`config.mk`:
```
export PLATFORM = sky130hd
export DESIGN_NAME = integer_set_table_flat
export DESIGN_NICKNAME = d
export VERILOG_FILES = /design/src/rtl/core/ist_pkg.sv /design/src/rtl/core/ist_req_if.sv /design/src/rtl/core/ist_rsp_if.sv /design/src/rtl/core/integer_set_table.sv /design/src/flat_wrapper.sv
export SDC_FILE = /design/constraint.sdc
export NUM_CORES = 1
export LEC_CHECK = 0
export BUFFER_PORTS_ARGS = -buffer_cell sky130_fd_sc_hd__buf_2
export CORE_MARGIN = 2
export CORE_UTILIZATION = 37
export CTS_BUF_LIST = sky130_fd_sc_hd__clkbuf_8
export CTS_CLUSTER_SIZE = 28
export DETAILED_ROUTE_END_ITERATION = 12
export PLACE_DENSITY_LB_ADDON = 0.25
export SETUP_SLACK_MARGIN = 0.1
export SYNTH_ARGS = -nofsm -noshare
export SYNTH_HDL_FRONTEND = slang
export SYNTH_SLANG_ARGS = --single-unit
export TNS_END_PERCENT = 1
```
`constraint.sdc`:
```
create_clock -name clk -period 5.63 [get_ports clk]
set_clock_uncertainty 0.05 [all_clocks]
set_input_delay 1.126 -clock clk [delete_from_list [all_inputs] [get_ports clk]]
set_output_delay 1.126 -clock clk [all_outputs]
set_load 0.02 [all_outputs]
```
`src/rtl/core/ist_pkg.sv`:
```
`default_nettype none

package ist_pkg;

	localparam int unsigned SET_CAPACITY_DEF = 16;
	localparam int unsigned VALUE_W = 32;
	localparam int unsigned COUNT_W = 5;

	localparam logic [1:0] KIND_INSERT = 2'd0;
	localparam logic [1:0] KIND_REMOVE = 2'd1;

	typedef struct packed {
		logic [1:0]                kind;
		logic signed [VALUE_W-1:0] value;
	} req_t;

	typedef struct packed {
		logic               was_present;
		logic               rejected_full;
		logic [COUNT_W-1:0] element_count;
	} rsp_t;

	typedef struct packed {
		logic               valid;
		logic [VALUE_W-1:0] value;
	} slot_t;

endpackage

`default_nettype wire

```
`src/rtl/core/ist_req_if.sv`:
```
`default_nettype none

interface ist_req_if;
	import ist_pkg::*;

	logic valid;
	logic ready;
	req_t data;

	modport source (output valid, output data, input ready);
	modport sink (input valid, input data, output ready);

endinterface

`default_nettype wire

```
`src/rtl/core/ist_rsp_if.sv`:
```
`default_nettype none

interface ist_rsp_if;
	import ist_pkg::*;

	logic valid;
	logic ready;
	rsp_t data;

	modport source (output valid, output data, input ready);
	modport sink (input valid, input data, output ready);

endinterface

`default_nettype wire

```
`src/rtl/core/integer_set_table.sv`:
```
// Set of unique signed 32-bit values held in SET_CAPACITY slots of one memory, each
// slot with its own valid mark. Every request word (insert, remove or query) yields
// exactly one response word carrying whether the value was present before the
// operation, whether an insert was dropped because the table was full, and the
// low five bits of the element count afterward. After a request is accepted, the
// single memory read port scans one slot per cycle into one shared comparator,
// a register stage carries the last slot read into the comparator, and a final
// state writes the chosen slot and registers the response word. The next request
// can be accepted in the cycle after that; a new request is not taken until the
// previous one has been through its final state.
// A new request may be accepted while the previous response still waits, but its
// final cycle stalls until that response has been taken. After reset the block clears
// the valid marks of every slot before it accepts its first request.
`default_nettype none

module integer_set_table #(
	parameter int unsigned SET_CAPACITY = ist_pkg::SET_CAPACITY_DEF
) (
	input  wire       clk,
	input  wire       arst_n,
	ist_req_if.sink   req,
	ist_rsp_if.source rsp
);
	import ist_pkg::*;

	localparam int unsigned IW = (SET_CAPACITY > 1) ? $clog2(SET_CAPACITY) : 1;
	localparam int unsigned CW = $clog2(SET_CAPACITY + 1);

	localparam logic [1:0] ST_CLEAR  = 2'd0;
	localparam logic [1:0] ST_IDLE   = 2'd1;
	localparam logic [1:0] ST_SCAN   = 2'd2;
	localparam logic [1:0] ST_FINISH = 2'd3;

	slot_t mem [SET_CAPACITY];

	logic [1:0]         state_q;
	logic [CW-1:0]      cnt_q;
	logic [CW-1:0]      members_q;
	logic [1:0]         kind_q;
	logic [VALUE_W-1:0] value_q;
	logic               hit_q;
	logic [IW-1:0]      hit_idx_q;
	logic               free_q;
	logic [IW-1:0]      free_idx_q;
	logic               chk_s1;
	logic [IW-1:0]      idx_s1;
	slot_t              rd_s1;
	logic               rsp_vld_q;
	rsp_t               rsp_q;

	logic               mem_we;
	logic [IW-1:0]      mem_wa;
	slot_t              mem_wd;
	logic               finish_go;
	logic               do_insert;
	logic               do_remove;
	logic [CW-1:0]      members_nxt;
	logic [CW+4:0]      members_ext;

	assign req.ready = (state_q == ST_IDLE);
	assign rsp.valid = rsp_vld_q;
	assign rsp.data  = rsp_q;

	assign finish_go = (state_q == ST_FINISH) && (!rsp_vld_q || rsp.ready);
	assign do_insert = (kind_q == KIND_INSERT) && !hit_q && free_q;
	assign do_remove = (kind_q == KIND_REMOVE) && hit_q;

	always_comb begin
		members_nxt = members_q;
		if (do_insert) begin
			members_nxt = members_q + CW'(1);
		end else if (do_remove) begin
			members_nxt = members_q - CW'(1);
		end
		members_ext = (CW + 5)'(members_nxt);
	end

	always_comb begin
		mem_we = 1'b0;
		mem_wa = cnt_q[IW-1:0];
		mem_wd = '0;
		if (state_q == ST_CLEAR) begin
			mem_we = 1'b1;
		end else if (finish_go && do_insert) begin
			mem_we       = 1'b1;
			mem_wa       = free_idx_q;
			mem_wd.valid = 1'b1;
			mem_wd.value = value_q;
		end else if (finish_go && do_remove) begin
			mem_we = 1'b1;
			mem_wa = hit_idx_q;
		end
	end

	always_ff @(posedge clk) begin
		if (mem_we) begin
			mem[mem_wa] <= mem_wd;
		end
		rd_s1 <= mem[cnt_q[IW-1:0]];
	end

	always_ff @(posedge clk) begin
		idx_s1 <= cnt_q[IW-1:0];
		if (req.valid && req.ready) begin
			kind_q  <= req.data.kind;
			value_q <= req.data.value;
		end
		if (finish_go) begin
			rsp_q.was_present   <= hit_q;
			rsp_q.rejected_full <= (kind_q == KIND_INSERT) && !hit_q && !free_q;
			rsp_q.element_count <= members_ext[COUNT_W-1:0];
		end
	end

	always_ff @(posedge clk or negedge arst_n) begin
		if (!arst_n) begin
			state_q    <= ST_CLEAR;
			cnt_q      <= '0;
			members_q  <= '0;
			hit_q      <= 1'b0;
			hit_idx_q  <= '0;
			free_q     <= 1'b0;
			free_idx_q <= '0;
			chk_s1     <= 1'b0;
			rsp_vld_q  <= 1'b0;
		end else begin
			chk_s1 <= (state_q == ST_SCAN) && (cnt_q != CW'(SET_CAPACITY));
			if (finish_go) begin
				rsp_vld_q <= 1'b1;
			end else if (rsp.ready) begin
				rsp_vld_q <= 1'b0;
			end
			if (chk_s1) begin
				if (rd_s1.valid && (rd_s1.value == value_q)) begin
					hit_q     <= 1'b1;
					hit_idx_q <= idx_s1;
				end
				if (!rd_s1.valid && !free_q) begin
					free_q     <= 1'b1;
					free_idx_q <= idx_s1;
				end
			end
			case (state_q)
				ST_CLEAR: begin
					if (cnt_q == CW'(SET_CAPACITY - 1)) begin
						cnt_q   <= '0;
						state_q <= ST_IDLE;
					end else begin
						cnt_q <= cnt_q + CW'(1);
					end
				end
				ST_IDLE: begin
					if (req.valid) begin
						cnt_q   <= '0;
						hit_q   <= 1'b0;
						free_q  <= 1'b0;
						state_q <= ST_SCAN;
					end
				end
				ST_SCAN: begin
					if (cnt_q == CW'(SET_CAPACITY)) begin
						state_q <= ST_FINISH;
					end else begin
						cnt_q <= cnt_q + CW'(1);
					end
				end
				ST_FINISH: begin
					if (finish_go) begin
						members_q <= members_nxt;
						cnt_q     <= '0;
						state_q   <= ST_IDLE;
					end
				end
				default: begin
					state_q <= ST_IDLE;
				end
			endcase
		end
	end

endmodule

`default_nettype wire

```
`src/flat_wrapper.sv`:
```
// flat-port wrapper written by rule: the top's interface ports become plain ports
module integer_set_table_flat import ist_pkg::*;
#(
	parameter int unsigned SET_CAPACITY = ist_pkg::SET_CAPACITY_DEF
)
  (clk, arst_n, req_valid, req_data, req_ready, rsp_valid, rsp_data, rsp_ready);
  ist_req_if req_i ();
  ist_rsp_if rsp_i ();
  input  wire clk;
  input  wire arst_n;
  input wire logic [$bits(req_i.valid)-1:0] req_valid;
  input wire logic [$bits(req_i.data)-1:0] req_data;
  output wire logic [$bits(req_i.ready)-1:0] req_ready;
  output wire logic [$bits(rsp_i.valid)-1:0] rsp_valid;
  output wire logic [$bits(rsp_i.data)-1:0] rsp_data;
  input wire logic [$bits(rsp_i.ready)-1:0] rsp_ready;
  assign req_i.valid = req_valid;
  assign req_i.data = req_data;
  assign req_ready = req_i.ready;
  assign rsp_valid = rsp_i.valid;
  assign rsp_data = rsp_i.data;
  assign rsp_i.ready = rsp_ready;
  integer_set_table #(.SET_CAPACITY(SET_CAPACITY)) u_core (.clk(clk), .arst_n(arst_n), .req(req_i), .rsp(rsp_i));
endmodule
```
Word level (Yosys, flattened, before mapping)
Memories as Yosys holds them, arrays and structs flattened. A register that Yosys moved wholly into a read port is not among the register bits.
Cells that the tools add are included.
{"block": "totals", "inputBits": 38, "regBits": 69, "out_inout_bits": 9, "romBits": 0, "n_memories": 1, "ramBits": 528, "elab_cells": 88, "latch_bits": 0}
{"block": "op_classes", "n_eq_ne": 13, "muxes": 32, "magnitude_cmp": 0, "mul": 0, "shift": 0, "n_bitwise": 0, "div_mod_pow": 0, "n_addsub": 3, "n_reduce_logical": 24}
{"name": "u_core.mem", "depth": 16, "width": 33, "rd": 1, "rd_clocked_by_memory_dff": 1, "write_ports": 1, "line": "integer_set_table.sv:34", "source": "slot_t mem [SET_CAPACITY];"}
{"op": "$mux 33", "n": 2}
{"op": "$eq 32x32->1", "n": 1}
{"op": "$mux 5", "n": 6}
{"op": "$pmux 5 s4", "n": 1}
{"op": "$mux 1", "n": 15}
{"op": "$mux 4", "n": 3}
{"op": "$logic_and 1x1->1", "n": 11}
{"op": "$add 5x1->5 const B", "n": 2}
{"op": "$mux 2", "n": 4}
{"op": "$ne 2x2->1 const B", "n": 4}
{"op": "$pmux 2 s4", "n": 1}
{"op": "$reduce_and 2->1", "n": 3}
{"op": "$eq 5x4->1 const B", "n": 1}
{"op": "$eq 5x5->1 const B", "n": 1}
{"op": "$ne 5x5->1 const B", "n": 1}
{"op": "$sub 5x1->5 const B", "n": 1}
{"op": "$eq 2x1->1 const B", "n": 2}
{"op": "$eq 2x2->1 const B", "n": 2}
{"op": "$logic_not 1->1", "n": 4}
{"op": "$logic_not 2->1", "n": 2}
{"op": "$reduce_and 4->1", "n": 1}
{"op": "$reduce_and 3->1", "n": 1}
{"op": "$ne 2x1->1 const B", "n": 1}
{"op": "$reduce_bool 2->1", "n": 1}
{"op": "$logic_or 1x1->1", "n": 1}

Logic depth before layout (Yosys ltp)
{"block": "logic_depth", "word_depth": 9, "mapped_depth": 10, "ltp_nobuf": 9}

Worst setup path before layout
OpenSTA, ideal clock, no wires.
{"block": "synth_timing", "path_kind": "input to register", "from": "input port rsp_ready", "to": "memory u_core.mem[10][0] (netlist name) (enable)", "path_stages": 6, "arrival_time_ns": 4.526, "n_path_buf": 0, "setup_ns": 0.464, "path_slack_ns": 0.589, "t_required_ns": 5.116, "cell_sequence": "nand2b_1 nand2_1 inv_1 nand2_1 o32a_1 nor3_1"}
{"block": "synth_between", "elab_chain_cells": 8, "elab_cells_between_ends": 12, "cone_classes": "mux (8); reduce/logical (4)"}
{"item": "start, declared", "line": "flat_wrapper.sv:16", "source": "input wire logic [$bits(rsp_i.ready)-1:0] rsp_ready;"}
{"item": "$logic_or 1x1->1 (*)", "line": "integer_set_table.sv:64", "source": "assign finish_go = (state_q == ST_FINISH) && (!rsp_vld_q || rsp.ready);"}
{"item": "$logic_and 1x1->1 (*)", "line": "integer_set_table.sv:64"}
{"item": "net u_core.finish_go", "line": "integer_set_table.sv:54", "source": "logic finish_go;"}
{"item": "$logic_and 1x1->1", "line": "integer_set_table.sv:89", "source": "end else if (finish_go && do_remove) begin"}
{"item": "$mux 1", "line": "integer_set_table.sv:89"}
{"item": "$mux 1", "line": "integer_set_table.sv:84", "source": "end else if (finish_go && do_insert) begin"}
{"item": "$mux 1", "line": "integer_set_table.sv:82", "source": "if (state_q == ST_CLEAR) begin"}
{"item": "$mux 1", "line": "integer_set_table.sv:96", "source": "if (mem_we) begin"}
{"item": "$mux 1 (implied by the code)", "line": "integer_set_table.sv:97", "source": "mem[mem_wa] <= mem_wd;"}
{"item": "end, declared", "line": "integer_set_table.sv:34"}
The timed path passes the listed nets; every way through them passes the cells marked *.

Worst setup path in the final report
{"block": "layout_timing", "from": "register u_core.state_q[0]", "to": "memory u_core.mem[15][17] (netlist name) (enable)"}
{"block": "layout_between", "elab_chain_cells": 8, "elab_cells_between_ends": 13, "cone_classes": "eq/ne (1); mux (8); reduce/logical (4)"}
{"item": "start, declared", "line": "integer_set_table.sv:36", "source": "logic [1:0] state_q;"}
{"item": "start signal, assigned", "line": "integer_set_table.sv:117", "source": "state_q <= ST_CLEAR;"}
{"item": "start signal, assigned", "line": "integer_set_table.sv:147", "source": "state_q <= ST_IDLE;"}
{"item": "start signal, assigned", "line": "integer_set_table.sv:157", "source": "state_q <= ST_SCAN;"}
{"item": "$eq 2x2->1", "line": "integer_set_table.sv:64"}
{"item": "$logic_and 1x1->1", "line": "integer_set_table.sv:64"}
{"item": "$logic_and 1x1->1", "line": "integer_set_table.sv:89"}
{"item": "$mux 1", "line": "integer_set_table.sv:89"}
{"item": "$mux 1", "line": "integer_set_table.sv:84"}
{"item": "$mux 1", "line": "integer_set_table.sv:82"}
{"item": "$mux 1", "line": "integer_set_table.sv:96"}
{"item": "$mux 1 (implied by the code)", "line": "integer_set_table.sv:97"}
Several ways; a longest one is shown, not always the timed one.

==> flow_summary.toml <==
[status]
outcome = "finished clean"

[floorplan]
std_cell_rows = 93
core_um2 = 64700
start_util_pct = 37.52
io_pins = 47
dieArea_um2 = 67680
die-width_um = 260.1
die_y_um = 260.1

[place]
post-place-cells = 2184
io_buffers = 46
dp_slack_ns = 1.333
gp_congestion = 0.7575
place_area_um2 = 25670
hpwlAfterDp_um = 31930

[pwr]
ir_worst_vdd_mv = 0.1755
leakage_nw = 10.07
powerDensity_nw_per_um2 = 428.5

[synthesis]
ys_ff_latch = 630
yosysTopAreaCellShare_pct = 70.38
synth-adder-area-share_pct = 0.5670
synth.distinct_cells = 48
syn_inst = 1315
synth-edff-count = 569
netlist_top_cells_area = "edfxtp_1, mux4_2, mux2i_1, dfxtp_1, dfrtp_1"
synth_top_family_by_area = "multiplexers"
synth-simple-area-share_pct = 3.154
synth-xor-area-share_pct = 1.407
synth_largest_area_cell = "edfxtp_1"
synth.avg_cell_area_um2 = 18.46
synth_mux_area_share_pct = 12.24
synth_nets = 1364
async_flop_share_pct = 3.810
synth_compound_area_share_pct = 5.386
ys_warn_count = 0
seq_area_frac_synth_pct = 75.91
mappedNetlistArea_um2 = 24280
synth_flop_cell = "edfxtp_1"

[global_routing]
grt_max_degree = 53
grt_pass1_vias = 12780
grt_overflow = 0
track_usage_pct = 16.81
grt_pass1_wl_um = 83250
antenna_found_initial = 1

[drt]
wl_per_cell_um = 23.66
vias_per_cell = 5.242
drc = 0
drt_wl_total_um = 56360
firstDrtPassIters = 7
drt_iter0_drc = 942
dr_total_vias = 12490
drtAntennaViolNets = 0

[cells_and_area]
area_growth_pct = 14.40
nNetsFinal = 1485
drive_gt1_share_pct = 24.71
final_area_um2 = 27770
fin_util_pct = 42.92
final_cells = 2382

[timing]
setup_violations = 0
rsz0062_at_grt = "no"
finalHoldViolations = 0
finalWorstSetupSlack_ns = 1.801
relSlewSlack_pct = 27.56
fin_crit_sh_pct = 68.01
slew_viol_final = 0
fin_crit_ns = 3.829
worst_pin_slew_ns = 1.084
fin_setup_tns_ns = 0
fmax_mhz = 261.2

[setup_path]
r2r_end = "u_core.mem[15][17]$_DFFE_PP_"
crit_type = "flip-flop to flip-flop"
cp.required_ns = 5.92
startpoint_type = "flip-flop"
reg2reg_depth = 8
r2r_start = "u_core.state_q[0]$_DFFE_PN0P_"
arrival_ns = 4.12
path_max_fanout = 39
endpoint_kind = "flip-flop"
rrSetupSlack_ns = 1.80

[clocking]
post_cts_buffers = 0
clockBufferDepth = 3
clock-sinks = 630
cts.hold.buffers_added = 0
cts.htree.levels = 3
cts_root_buf = "clkbuf_8"
cts.repair.resized = 0
clk_pin_slew_ns = 0.07
cts_buffers = 105
cts_tree = "yes"
clk_latency_ns = 0.70

[worst_hold_path]
hold_class = "primary input to asynchronous set/reset pin"

[run]
cap_violations = 0
[worst max-delay path: stages (launching register included)]
cell,delay (ns)
dfrtp_1,0.40
inv_1,0.10
ha_1,0.27
inv_1,0.15
and3_2,0.83
and2_1,0.33
o21ai_0,0.32
nor3_2,0.57
buf_4,0.46
[metrics by stage]
stage	total power [mW]	hold slack [ns]
floorplan	7.305	0.2954
global placement	8.067	0.4141
detailed placement	8.094	0.4272
CTS	12.05	0.3401
global route	12.44	0.3701
finish	11.90	0.3754
[cells by family after synthesis]
| group | Yosys count |
|---|---|
| AO/OA/AOI/OAI | 204 |
| buffers and inverters | 80 |
| adder cells (fa/ha/maj) | 11 |
| flip-flops | 630 |
| XOR/XNOR | 39 |
| multiplexers | 209 |
| AND/OR/NAND/NOR | 142 |
[metal layers]
layer | routed length (um) | vias to the layer above | GRT usage, % | share of wire (%)
met5 | 0 | - | 0 | 0
met4 | 1228 | 0 | 5.222 | 2.2
met3 | 3487 | 92 | 3.860 | 6.2
met2 | 26210 | 380 | 26.06 | 47
met1 | 25430 | 6457 | 23.59 | 45
li1 | - | 5558 | - | -
[how the worst max path moves through the flow]
| stage | start | end | slack (ns) | cells past startpoint |
|---|---|---|---|---|
| 6_report | u_core.state_q[0]$_DFFE_PN0P_ | u_core.mem[15][17]$_DFFE_PP_ | 1.80 | 8 |
| 2_1_floorplan | rsp_ready | u_core.mem[10][0]$_DFFE_PP_ | 0.59 | 6 |
| 3_3_place_gp | rsp_ready | u_core.mem[15][20]$_DFFE_PP_ | 1.37 | 7 |
| 3_5_place_dp | rsp_ready | u_core.mem[15][18]$_DFFE_PP_ | 1.33 | 7 |
| 4_1_cts | u_core.state_q[0]$_DFFE_PN0P_ | u_core.mem[15][8]$_DFFE_PP_ | 1.81 | 8 |
| 5_1_grt | u_core.state_q[0]$_DFFE_PN0P_ | u_core.mem[14][18]$_DFFE_PP_ | 1.62 | 8 |
[synth_stat cells, types with 2 or more instances]
master	number
nor3_1	19
or2_2	2
edfxtp_1	569
a22oi_1	35
nand3b_1	2
a31oi_1	2
nand2_1	43
ha_1	11
or4b_2	2
mux4_2	66
dfxtp_1	37
o21ai_0	75
and2_1	4
buf_1	3
a2bb2oi_1	4
nand4_1	6
nor4_1	3
nor2b_1	3
nor2_1	10
o22a_1	2
a21o_1	2
mux2_2	43
a211oi_1	3
inv_1	13
dfrtp_1	24
nor3b_1	2
and3_1	32
mux2i_1	100
a21oi_1	40
clkbuf_1	45
nand2b_1	3
a221oi_1	33
xnor2_1	26
xor2_1	13
nand3_1	6
o32a_1	2
buf_2	19
[layout by cell type, fill, tap and decap left out, types with 4 or more instances in the layout]
| master | synthesis | routed |
|---|---|---|
| edfxtp_1 | 569 | 569 |
| clkbuf_8 | 0 | 125 |
| mux2i_1 | 100 | 100 |
| o21ai_0 | 75 | 75 |
| mux4_2 | 66 | 66 |
| buf_2 | 19 | 46 |
| inv_1 | 13 | 44 |
| nand2_1 | 43 | 43 |
| mux2_2 | 43 | 43 |
| a21oi_1 | 40 | 40 |
| dfxtp_1 | 37 | 37 |
| a22oi_1 | 35 | 35 |
| buf_4 | 0 | 35 |
| a221oi_1 | 33 | 33 |
| and3_1 | 32 | 31 |
| xnor2_1 | 26 | 26 |
| clkinv_2 | 0 | 20 |
| dfrtp_1 | 24 | 20 |
| nor3_2 | 0 | 16 |
| clkinv_1 | 0 | 14 |
| xor2_1 | 13 | 13 |
| ha_1 | 11 | 11 |
| nor2_1 | 10 | 9 |
| nand3_1 | 6 | 6 |
| nand4_1 | 6 | 6 |
| a2bb2oi_1 | 4 | 4 |
| clkinvlp_4 | 0 | 4 |
[state kept, by name, indices dropped and copies added (netlist names), 4 cells and up]
name               cells
u_core.idx_s1          4
u_core.mem           528
u_core.free_idx_q      4
u_core.rd_s1          33
u_core.members_q       5
u_core.cnt_q           5
u_core.rsp.data        7
u_core.value_q        32
u_core.hit_idx_q       4
[area by class of cell]
type | instances | area, um^2
Clock buffer | 125 | 1720
Fill cell | 5801 | 36930
Tap cell | 855 | 1070
Multi-Input combinational cell | 605 | 5623
Antenna cell | 1 | 2.502
Sequential cell | 630 | 18440
Timing Repair Buffer | 81 | 493.0
Clock inverter | 72 | 375.4
Inverter | 13 | 48.80
[where the power goes]
| part | internal (mW) | switching, mW | leakage [nW] |
|---|---|---|---|
| Combinational | 0.894 | 1.28 | 2.29 |
| Sequential | 5.50 | 0.294 | 6.59 |
| Clock | 2.11 | 1.82 | 1.20 |
Power figures use the tool's default switching activity.
